**src/design/byte_ring_buffer_drop_oldest_assert.svh**
```systemverilog
// ----------------------------------------------------------------------------
// Byte ring buffer assertion macros
// Concurrent assertion wrappers, compiled out for synthesis.
// ----------------------------------------------------------------------------
`ifndef BYTE_RING_BUFFER_DROP_OLDEST_ASSERT_SVH
`define BYTE_RING_BUFFER_DROP_OLDEST_ASSERT_SVH

`ifndef SYNTHESIS
// Same-cycle implication
`define BRB_ASSERT_NOW(label, clk, rst, ante, cons) \
  label: assert property (@(posedge clk) disable iff (rst) (ante) |-> (cons)) \
    else $error("byte ring buffer: same-cycle check failed");
// Next-cycle implication
`define BRB_ASSERT_NEXT(label, clk, rst, ante, cons) \
  label: assert property (@(posedge clk) disable iff (rst) (ante) |=> (cons)) \
    else $error("byte ring buffer: next-cycle check failed");
`else
`define BRB_ASSERT_NOW(label, clk, rst, ante, cons)
`define BRB_ASSERT_NEXT(label, clk, rst, ante, cons)
`endif

`endif

```
**src/design/brb_pkg.sv**
```systemverilog
// ----------------------------------------------------------------------------
// brb_pkg
// Shared constants, request codes and controller/datapath interface types.
// ----------------------------------------------------------------------------
package brb_pkg;

  localparam int RING_DEPTH = 1024;
  localparam int ADDR_W     = $clog2(RING_DEPTH);
  localparam int PTR_W      = ADDR_W + 1;
  localparam int OCC_W      = 11;
  localparam int MARGIN     = 16;
  localparam int MAX_POP    = 64;
  localparam int CNT_W      = 7;

  // Request codes
  localparam logic [1:0] ACT_PUSH = 2'd0;
  localparam logic [1:0] ACT_POP  = 2'd1;
  localparam logic [1:0] ACT_DROP = 2'd2;

  // Controller to datapath commands
  typedef struct packed {
    logic push;        // store byte, advance write pointer
    logic drop;        // empty the ring
    logic pop_load;    // load byte count for a pop
    logic pop_byte;    // deliver one byte, advance read pointer
    logic emit_single; // load a single non-byte result
  } dp_cmd_t;

  // Datapath to controller status
  typedef struct packed {
    logic slot_free;   // output register can take a result this cycle
    logic pop_empty;   // pop request would return no bytes
    logic pop_last;    // one byte left in the current pop
  } dp_stat_t;

endpackage

```
**src/design/brb_ctrl.sv**
```systemverilog
// ----------------------------------------------------------------------------
// brb_ctrl
// Controller: accepts requests and sequences multi-byte pops.
// ----------------------------------------------------------------------------
module brb_ctrl import brb_pkg::*; (
  input  logic       clk,
  input  logic       rst,
  input  logic       in_valid,
  output logic       in_ready,
  input  logic [1:0] action,
  input  dp_stat_t   stat,
  output dp_cmd_t    cmd
);

  typedef enum logic {S_IDLE, S_POP} state_t;

  state_t state;
  state_t state_next;
  logic   accept;

  assign in_ready = (state == S_IDLE) && stat.slot_free;
  assign accept   = in_valid && in_ready;

  // Decode request and step through pop
  always_comb begin
    cmd        = '0;
    state_next = state;
    unique case (state)
      S_IDLE: begin
        if (accept) begin
          unique case (action)
            ACT_PUSH: begin
              cmd.push        = 1'b1;
              cmd.emit_single = 1'b1;
            end
            ACT_POP: begin
              if (stat.pop_empty) begin
                cmd.emit_single = 1'b1;
              end else begin
                cmd.pop_load = 1'b1;
                state_next   = S_POP;
              end
            end
            ACT_DROP: begin
              cmd.drop        = 1'b1;
              cmd.emit_single = 1'b1;
            end
            default: begin
              cmd.emit_single = 1'b1;
            end
          endcase
        end
      end
      S_POP: begin
        if (stat.slot_free) begin
          cmd.pop_byte = 1'b1;
          if (stat.pop_last) begin
            state_next = S_IDLE;
          end
        end
      end
      default: state_next = S_IDLE;
    endcase
  end

  // Hold state
  always_ff @(posedge clk) begin
    if (rst) begin
      state <= S_IDLE;
    end else begin
      state <= state_next;
    end
  end

endmodule

```
**config.mk**
```make
export PLATFORM = sky130hd
export DESIGN_NAME = brb_ctrl
export DESIGN_NICKNAME = d
export VERILOG_FILES = /design/src/design/byte_ring_buffer_drop_oldest_assert.svh /design/src/design/brb_pkg.sv /design/src/design/brb_ctrl.sv
export SDC_FILE = /design/constraint.sdc
export NUM_CORES = 1
export LEC_CHECK = 0
export ABC_AREA = 1
export BUFFER_PORTS_ARGS = -buffer_cell sky130_fd_sc_hd__buf_2
export CORE_AREA = 2 2 39 41
export DETAILED_ROUTE_END_ITERATION = 16
export DIE_AREA = 0 0 41 43
export GPL_ROUTABILITY_DRIVEN = 0
export PLACE_DENSITY_LB_ADDON = 0.1
export SLEW_MARGIN = 5
export SYNTH_ARGS = -nofsm -noshare
export SYNTH_HDL_FRONTEND = slang
export SYNTH_SLANG_ARGS = --single-unit
```
**constraint.sdc**
```tcl
create_clock -name clk -period 0.9 [get_ports clk]
set_input_delay 0.09 -clock clk [delete_from_list [all_inputs] [get_ports clk]]
set_output_delay 0.09 -clock clk [all_outputs]
set_load 0.01 [all_outputs]
```
-- Word-level counts from Yosys, hierarchy flattened
Cells that the tools add are included.
- input port bits: 8
- register bits after elaboration: 1
- logic and storage cells: 23
- output and inout port bits: 6
- bitwise operators: 1
- multiplexer cells: 16
- reduce and logical (&&, ||, !) cells: 3
- eq/ne operators: 2
- operators with widths (operator ; count):
    $mux W1 ; 13
    $mux W3 ; 2
    $eq A2 B1 Y1 const B ; 1
    $eq A2 B2 Y1 const B ; 1
    $logic_and A1 B1 Y1 ; 2
    $logic_not A2 Y1 ; 1
    $pmux W1 S2 ; 1
    $not A1 Y1 ; 1

-- Logic depth before layout (Yosys ltp)
Gate-level depths: netlist (run 1).
- depth in word-level cells: 5
- depth in mapped cells: 5
- mapped depth without buffers: 5

-- Worst setup path after synthesis (run 1)
OpenSTA, ideal clock, no wires.
- path type: reg-to-output
- from: reg state
- to: out cmd[3] (netlist name)
- buffers on the path: 0
- stages on the path, launching flop included: 4
- setup slack: 0.078 ns
- arrival time: 0.732 ns
- required time: 0.810 ns
- cell sequence: dfxtp_1 > inv_1 > nand3_2 > nor3_1
- RTL lines (element ; line ; text):
    start: declaration ; brb_ctrl.sv:17 ; state_t state;
    start signal: assignment ; brb_ctrl.sv:71 ; state <= state_next;
    end: declaration ; brb_ctrl.sv:12 ; output dp_cmd_t cmd

==> Implementation_results.wiki, run 1 <==
{| class="wikitable"
! Metric !! Value
|-
| Total of fill cells in the finished design || 164
|-
| Share of layout cells above drive strength 1 || 60.0%
|-
| Post-CTS setup buffer count || 0
|-
| Endpoint required time on the critical path || 810 ps
|-
| Outcome || completed
|-
| Setup_tns || 0 ps
|-
| Flip-flop count of the largest register after layout || 1
|-
| Worst reg2reg setup slack || around 110 ps
|-
| Synthesized instance count || 17
|-
| Number of hold buffers added after CTS || 0
|-
| Count of routing violations after the opening detailed-route iteration || 1
|-
| Largest register by flop count || state
|-
| Remaining antenna violation count || 0
|-
| Unrepaired setup endpoints after global routing || no
|-
| Seq/Total Area, Yosys || between 20% and 30%
|-
| Final setup skew || 0 ps
|-
| Global-route wire length before repair || 441 microns
|-
| Final worst path period share || 94.5%
|-
| Mapped Avg Cell Area || a little under 6 sq um
|-
| Total length of routed wires || around 320 microns
|-
| Vias post-DR || about 150
|-
| Minimum clock period || ~850 ps
|-
| Largest registers in the final layout || state (1)
|-
| Area occupied by multi-input gates || 67.6 sq um
|-
| Clock latency of the later-clocked register in the worst-skew pair || 0 ps
|-
| Total core area || 1380 sq um
|-
| Via count of the first global-routing pass || 115
|-
| Vias per inst || 3.20
|-
| Largest net degree at the start of global routing || 5
|-
| Worst setup SP type || flop
|-
| Number of distinct standard cells referenced by the synthesized netlist || 10
|-
| Number of top-level pins || 14
|-
| Total congestion overflow || 0
|-
| Arrival time worst endpoint || 760 ps
|-
| Die extent in x || 41 microns
|-
| Worst relative slew slack || 90.1%
|-
| Most common cell after layout, fill and taps aside || sky130_fd_sc_hd__buf_2
|-
| Critical path peak fanout || 4
|-
| Count of inserted antenna diode cells || 0
|-
| Slew at the pin closest to its max-slew limit || 148 ps
|-
| Hold Path Class || input port to flop
|-
| Floorplan row count || 14
|-
| Syn nets || 25
|-
| FF/Latch Area || 21.3 sq um
|-
| Total of endpoints with negative setup slack in the final report || 0
|-
| DIE AREA || 1760 sq um
|-
| Commonest cells after routing, fill and taps aside || sky130_fd_sc_hd__buf_2, sky130_fd_sc_hd__inv_1, sky130_fd_sc_hd__nor2_1, sky130_fd_sc_hd__nor3_1, sky130_fd_sc_hd__nor2_2
|-
| Max-capacitance violation count || 0
|-
| Highest ir drop seen on vdd || 0.000132 V
|-
| Iteration count of the initial detailed-routing pass || 2
|-
| Total power || about 100 uW
|-
| Cell types with the largest area share after synthesis || sky130_fd_sc_hd__dfxtp_1, sky130_fd_sc_hd__inv_1, sky130_fd_sc_hd__nor2_2, sky130_fd_sc_hd__nand3_2, sky130_fd_sc_hd__nor3_1
|-
| Category of the critical setup timing path || flop to output port
|-
| Kind of capture point of the worst setup path || output port
|-
| Signed area change from the synthesized netlist to the final layout || 94.9%
|-
| Fraction of synthesized cell area taken by the top area cell type || 20.3%
|-
| Synthesis warning total || 0
|-
| Area of the mapped netlist || 98.8 sq um
|-
| Chip height || 43 microns
|-
| Number of synthesized register bits || 1
|-
| Highest achievable clock rate || 1.18 GHz
|-
| Total Routing Usage GR || ~3.5%
|-
| DRC violation count after routing || 0
|-
| Post-layout net count || 40
|-
| # port buffers || 13
|-
| Starting density of the core || 7.14%
|-
| Clock slew at reported path FFs || 0 ps
|-
| Power Density || 519 nW/um^2
|-
| Number of failing hold endpoints at the final stage || 0
|-
| Cell leakage power || 0.112 nW
|-
| Number of antenna violations at the first check in global routing || 0
|-
| Post-detail-place hpwl || 302 microns
|-
| WL per Instance || 6.89 microns
|-
| Final count of pins violating max slew || 0
|-
| Post-synth top area cell || sky130_fd_sc_hd__dfxtp_1
|}
path summary, 6_finish.rpt:
path / startpoint / to / depth (start not counted)
worst max-delay path: state / cmd[0] / 4
worst min register to register: state / state / 4
worst min-delay path: rst / state / 2
worst max register to register: state / state / 5
kinds of logic after synthesis:
family,share of synthesized area (%)
buffers and inverters,19.0
DFF,20.3
AOI/OAI and AO/OA,11.4
and+or+nand+nor,49.4
per-stage QoR:
stage	hold WS, ps	area (sq um)	cells	setup slack (ps)	util [%]
floorplan	157	98.8	17	77.5	-
global placement	256	184	46	34.3	13.3
detailed placement	268	184	46	4.18	13.3
CTS	268	184	46	1.30	13.3
global route	265	193	46	3.11	13.9
finish	253	193	46	49.9	13.9
cell usage after synthesis, drive strengths merged:
master  instances
nand3           2
nor3            2
inv             5
nor2            4
dfxtp           1
a21oi           1
a31oi           1
nand2           1
layout make-up:
class / instances / area share (%)
Timing Repair Buffer: 13 / 33.8
Tap cell: 16 / 10.4
Sequential cell: 1 / 11.0
Multi-Input combinational cell: 11 / 35.1
Inverter: 5 / 9.74
report_power, final:
group          switching [mW]  internal (mW)  total, mW
clock network               0              0          0
logic                  0.0284         0.0246     0.0530
registers            0.000717         0.0462     0.0469
timing repair:
action	CTS	global route
resized for setup	0	3
setup endpoints to repair	0	5
endpoints found under the hold margin	0	0
worst max-delay path, cell delays in order (launching register included):
cell,delay (ps)
sky130_fd_sc_hd__dfxtp_2,310
sky130_fd_sc_hd__inv_2,70
sky130_fd_sc_hd__nand3_4,80
sky130_fd_sc_hd__a31oi_1,150
sky130_fd_sc_hd__buf_2,150
routing by layer:
metal  GRT usage [%]  share of wire, %  vias to the layer above
met4               0                 0                        0
li1                -                 -                       79
met3           0.524               7.3                        0
met2            8.13                68                        2
met5               0                 0                        -
met1            2.54                24                       66
(Power assumes the default switching activity.)
==> run 2: changes to the inputs <==
--- a/config.mk
+++ b/config.mk
@@ -6,8 +6,9 @@
 export NUM_CORES = 1
 export LEC_CHECK = 0
 export ABC_AREA = 1
-export BUFFER_PORTS_ARGS = -buffer_cell sky130_fd_sc_hd__buf_2
+export BUFFER_PORTS_ARGS = -buffer_cell sky130_fd_sc_hd__buf_4
 export CORE_AREA = 2 2 39 41
+export CTS_CLUSTER_SIZE = 10
 export DETAILED_ROUTE_END_ITERATION = 16
 export DIE_AREA = 0 0 41 43
 export GPL_ROUTABILITY_DRIVEN = 0
==> run 2 against run 1 <==
  * Via count unchanged
  * Flip-flop and latch count unchanged
  * Sequential share of layout area fell by 1.9 points
  * Combinational power rose by 29%
  * Sequential power barely moved
  * Largest cell class is now non-clock buffers
  * Die area is the same
  * Register-to-register slack about the same
  * Critical endpoint unchanged
  * Core utilization is 2.9 points higher
  * Highest routed layer unchanged
  * First-iteration DRC count is 100% lower
  * Worst hold slack worse by 11 ps
  * Cell area is 21% higher
==> Implementation_results.wiki, run 2 (synthesis results as in run 1) <==
{| class="wikitable"
! Metric !! Value
|-
| Signed area change from the synthesized netlist to the final layout || 135%
|-
| Hold Path Class || input port to flop
|-
| Remaining antenna violation count || 0
|-
| Arrival time worst endpoint || 760 ps
|-
| Vias post-DR || 147
|-
| Post-layout net count || between 40 and 50
|-
| Final worst path period share || a little over nine tenths
|-
| Worst setup SP type || flop
|-
| Largest register by flop count || state
|-
| Die extent in x || 41 microns
|-
| Floorplan row count || 14
|-
| Endpoint required time on the critical path || about 800 ps
|-
| Cell leakage power || 0.124 nW
|-
| Category of the critical setup timing path || flop to output port
|-
| Via count of the first global-routing pass || 119
|-
| Area occupied by multi-input gates || a little under 70 sq um
|-
| Post-place setup slack || 11.2 ps
|-
| Count of inserted antenna diode cells || 0
|-
| Count of routing violations after the opening detailed-route iteration || 0
|-
| Total Routing Usage GR || 3.50%
|-
| Highest achievable clock rate || 1.17 GHz
|-
| Clock latency of the later-clocked register in the worst-skew pair || 0 ps
|-
| FF/Latch Area || between 20 and 25 sq um
|-
| Slew at the pin closest to its max-slew limit || about 150 ps
|-
| Largest registers in the final layout || state (1)
|-
| Final count of pins violating max slew || 0
|-
| Worst reg2reg setup slack || about 110 ps
|-
| DRC violation count after routing || 0
|-
| Total power || 115 uW
|-
| Number of antenna violations at the first check in global routing || 0
|-
| Final setup skew || 0 ps
|-
| Unrepaired setup endpoints after global routing || no
|-
| WL per Instance || 7.02 microns
|-
| Worst relative slew slack || 89.8%
|-
| Setup_tns || 0 ps
|-
| Power Density || 494 nW/um^2
|-
| DIE AREA || about 1800 sq um
|-
| Chip height || between 40 and 50 microns
|-
| Total length of routed wires || 330 microns
|-
| Highest ir drop seen on vdd || between 0.00015 and 0.0002 V
|-
| Flip-flop count of the largest register after layout || 1
|-
| Max-capacitance violation count || 0
|-
| # port buffers || 13
|-
| Total of endpoints with negative setup slack in the final report || 0
|-
| Post-detail-place hpwl || 301 microns
|-
| Most common cell after layout, fill and taps aside || sky130_fd_sc_hd__buf_4
|-
| Minimum clock period || 852 ps
|-
| Number of failing hold endpoints at the final stage || 0
|-
| Global-route wire length before repair || 476 microns
|-
| Kind of capture point of the worst setup path || output port
|-
| Largest net degree at the start of global routing || 5
|-
| Total congestion overflow || 0
|-
| Total core area || between 1000 and 1500 sq um
|-
| Share of layout cells above drive strength 1 || 61.3%
|-
| Number of top-level pins || 14
|-
| Outcome || completed
|-
| Total of fill cells in the finished design || between 150 and 200
|-
| Vias per inst || about 3.1
|-
| Critical path peak fanout || 4
|-
| Iteration count of the initial detailed-routing pass || 1
|-
| Clock slew at reported path FFs || 0 ps
|-
| Commonest cells after routing, fill and taps aside || sky130_fd_sc_hd__buf_4, sky130_fd_sc_hd__inv_1, sky130_fd_sc_hd__nor2_1, sky130_fd_sc_hd__nor3_1, sky130_fd_sc_hd__nor2_2
|-
| Starting density of the core || under 10%
|-
| Post-route setup slack || roughly 48 ps
|}
==> run 2: critical path, stage by stage, from the launching register on <==
cell and delay (ps):
sky130_fd_sc_hd__dfxtp_2 300, sky130_fd_sc_hd__inv_2 70, sky130_fd_sc_hd__nand3_4 90, sky130_fd_sc_hd__a31oi_1 160
sky130_fd_sc_hd__buf_4 140
==> run 2: through the flow <==
stage          util (%)  hold WS (ps)  instances  area (sq um)
6_report           16.8           242         47           233
5_1_grt            16.8           255         47           233
4_1_cts            15.6           251         46           216
3_5_place_dp       15.6           251         46           216
3_3_place_gp       15.6           250         46           216
2_1_floorplan         -           157         17          98.8
==> run 2: routing by layer <==
metal / track usage, % / part of all wire [%] / routed length [microns] / vias to the layer above
met2: 6.56 / 67 / 222 / 2
met4: 0 / 0 / 0 / 0
met1: 4.14 / 25 / 84 / 64
met3: 0.524 / 7.0 / 23 / 0
met5: 0 / 0 / 0 / -
li1: - / - / - / 81
==> run 2: worst paths after layout <==
check                           start  endpoint  cells after the start
worst min register to register  state     state                      4
worst min-delay path              rst     state                      2
worst max-delay path            state    cmd[0]                      4
worst max register to register  state     state                      5
==> run 2: report_power, final <==
group          total, mW  switching (mW)  internal, mW
combinational     0.0683          0.0299        0.0383
clock                  0               0             0
sequential        0.0468        0.000557        0.0462
==> run 2: what timing repair did <==
action,4_1_cts,5_1_grt
resized for setup,0,3
hold endpoints to repair,0,0
buffers inserted,0,1
endpoints found under the setup margin,0,5
hold buffers,0,0
==> run 2: cell type report <==
class                      instances  area share, %
timing repair buffer              14           45.2
sequential                         1           9.14
inverter                           5           8.06
tap                               16           8.60
multi-input combinational         11           29.0
==> run 3: changes to the inputs <==
--- a/config.mk
+++ b/config.mk
@@ -5,10 +5,8 @@
 export SDC_FILE = /design/constraint.sdc
 export NUM_CORES = 1
 export LEC_CHECK = 0
-export ABC_AREA = 1
 export BUFFER_PORTS_ARGS = -buffer_cell sky130_fd_sc_hd__buf_4
 export CORE_AREA = 2 2 39 41
-export CTS_CLUSTER_SIZE = 10
 export DETAILED_ROUTE_END_ITERATION = 16
 export DIE_AREA = 0 0 41 43
 export GPL_ROUTABILITY_DRIVEN = 0
==> run 3 against run 2 <==
  * The flow now finishes with violations (setup timing)
  * Via count increased by 6.8%
  * Die area unchanged
  * Area after synthesis is the same
  * Sequential power decreased by 0.9%
  * Flip-flop and latch count unchanged
  * Wire length grew 14%
  * Cell area up 14%
  * Sequential share of layout area decreased by 1.6 points
  * First-iteration DRC count did not move
  * Clock skew stayed put
  * Register-to-register slack got worse by 40 ps
  * Setup slack worse by 110 ps
  * Highest routed layer unchanged
==> Implementation_results.wiki, run 3 <==
{| class="wikitable"
! Metric !! Value
|-
| Count of inserted antenna diode cells || 0
|-
| Flip-flop count of the largest register after layout || 1
|-
| Worst setup SP type || flop
|-
| Total length of routed wires || 375 microns
|-
| Syn nets || 20
|-
| Arrival time worst endpoint || 870 ps
|-
| Post-layout instance count excluding filler cells || 44
|-
| Total Routing Usage GR || around 4.2%
|-
| Remaining antenna violation count || 0
|-
| Chip height || ~43 microns
|-
| Power Density || 473 nW/um^2
|-
| Clock slew at reported path FFs || 0 ps
|-
| Number of hold buffers added after CTS || 0
|-
| Area of the mapped netlist || between 90 and 100 sq um
|-
| Via count of the first global-routing pass || 145
|-
| Global-route wire length before repair || 565 microns
|-
| Kind of capture point of the worst setup path || output port
|-
| Hold Path Class || input port to flop
|-
| Synthesized instance count || 12
|-
| Final setup skew || 0 ps
|-
| Iteration count of the initial detailed-routing pass || 1
|-
| Worst relative slew slack || 85.4%
|-
| Seq/Total Area, Yosys || 20.3%
|-
| WL per Instance || roughly 8.5 microns
|-
| Clk pwr share || 0%
|-
| Setup_tns || -131 ps
|-
| Die extent in x || around 41 microns
|-
| Vias post-DR || about 160
|-
| Critical path peak fanout || 4
|-
| Top FF cell, synth || sky130_fd_sc_hd__dfxtp_1
|-
| Slew at the pin closest to its max-slew limit || between 200 and 250 ps
|-
| Post-place setup slack || -95.3 ps
|-
| Synthesis warning total || 0
|-
| Crit Reg-Reg Startpoint || state
|-
| Final worst path period share || 107%
|-
| Final count of pins violating max slew || 0
|-
| Post-synth top area cell || sky130_fd_sc_hd__dfxtp_1
|-
| Number of synthesized register bits || 1
|-
| Endpoint required time on the critical path || 810 ps
|-
| Largest register by flop count || state
|-
| Floorplan row count || 14
|-
| Number of failing hold endpoints at the final stage || 0
|-
| Number of top-level pins || 14
|-
| Total core area || 1380 sq um
|-
| Mapped Avg Cell Area || 8.24 sq um
|-
| Sequential cell fraction of total power || a little under two fifths
|-
| Share of flip-flops with an asynchronous set or reset || 0%
|-
| Crit path launch || state
|-
| Starting density of the core || 7.14%
|-
| Highest ir drop seen on vdd || 0.0000964 V
|-
| Internal portion of total power || 96.2 uW
|-
| DRC violation count after routing || 0
|-
| Relative contribution of combinational cells to total power || 63.0%
|-
| Minimum clock period || between 900 and 1000 ps
|-
| Post-route setup slack || -59.3 ps
|-
| Total of fill cells in the finished design || 159
|-
| Post-layout net count || 38
|-
| Cell with the most instances after synthesis || sky130_fd_sc_hd__nor2b_1
|-
| Max-capacitance violation count || 0
|-
| Most common cell after layout, fill and taps aside || sky130_fd_sc_hd__buf_4
|-
| Category of the critical setup timing path || flop to output port
|-
| Share of layout cells above drive strength 1 || 75.0%
|-
| Sw Pwr || roughly 29 uW
|-
| Largest registers in the final layout || state (1)
|-
| Commonest cells after routing, fill and taps aside || sky130_fd_sc_hd__buf_4, sky130_fd_sc_hd__nor2b_1, sky130_fd_sc_hd__buf_6
|-
| Total of endpoints with negative setup slack in the final report || 4
|-
| Number of instances in the placed design || 44
|-
| Highest achievable clock rate || around 1.0 GHz
|-
| Unrepaired setup endpoints after global routing || yes
|-
| Worst min-delay path startpoint || rst
|-
| Vias per inst || 3.57
|-
| Cell leakage power || 0.117 nW
|-
| Clock latency of the later-clocked register in the worst-skew pair || 0 ps
|-
| # port buffers || 13
|-
| Net Sw Frac || 23.3%
|-
| Outcome || finished with violations
|-
| Fraction of synthesized cell area taken by the top area cell type || 20.3%
|-
| Minimum hold slack || 310 ps
|-
| Failing checks || setup timing
|-
| Number of distinct standard cells referenced by the synthesized netlist || 11
|-
| Number of antenna violations at the first check in global routing || 0
|-
| Count of routing violations after the opening detailed-route iteration || 0
|-
| Cell types with the largest area share after synthesis || sky130_fd_sc_hd__dfxtp_1, sky130_fd_sc_hd__nor2b_1, sky130_fd_sc_hd__nand4bb_1, sky130_fd_sc_hd__a21bo_2, sky130_fd_sc_hd__or3b_1
|-
| Largest net degree at the start of global routing || 6
|-
| Total congestion overflow || 0
|-
| Signed area change from the synthesized netlist to the final layout || 168%
|-
| Post-synth EDFFs || 0
|-
| DIE AREA || approximately 1800 sq um
|}
==> run 3: layer usage <==
metal  part of all wire, %  GRT usage, %
met1                    41          5.38
met2                    42          7.81
met3                    17             0
met4                     0             0
met5                     0             0
==> run 3: per-stage QoR <==
stage	util [%]	power (mW)	instance area [sq um]
floorplan	-	0.0671	104
global placement	17.6	0.117	244
detailed placement	17.6	0.118	244
CTS	18.4	0.123	254
global route	19.2	0.133	265
finish	19.2	0.125	265
==> run 3: what timing repair did <==
action | CTS | global route
resized for setup | 3 | 2
cloned | 0 | 0
endpoints found under the hold margin | 0 | 0
setup buffers | 0 | 0
setup endpoints to repair | 5 | 5
pin swaps | 2 | 0
==> run 3: cell type report <==
| class | instances | area, sq um | area share [%] |
|---|---|---|---|
| Multi-Input combinational cell | 11 | 97.6 | 36.8 |
| Sequential cell | 1 | 20.0 | 7.55 |
| Tap cell | 16 | 20.0 | 7.55 |
| Timing Repair Buffer | 16 | 128 | 48.1 |
==> run 3: worst paths after layout <==
path,end,slack [ps],depth (start not counted)
worst max-delay path,cmd[3],-60,3
worst min-delay path,state,310,2
worst max register to register,state,70,3
worst min register to register,state,670,3
==> run 3: cells by family after synthesis <==
kind of cell,Yosys count,synth area share (%)
simple gates,9,63.3
compound gates,2,16.5
flops,1,20.3
==> run 3: power by group through the flow <==
stage	sequential [mW]	clock [mW]	combinational, mW
after floorplan	0.0466	0	0.0205
after global placement	0.0464	0	0.0704
after detailed placement	0.0464	0	0.0713
after CTS	0.0464	0	0.0765
after global routing	0.0465	0	0.0861
final	0.0464	0	0.0790
==> run 3: critical path: stages, from the launching register on <==
cell and delay (ps):
sky130_fd_sc_hd__dfxtp_1 280, sky130_fd_sc_hd__nand3b_1 250, sky130_fd_sc_hd__nor3b_2 200, sky130_fd_sc_hd__buf_4 140
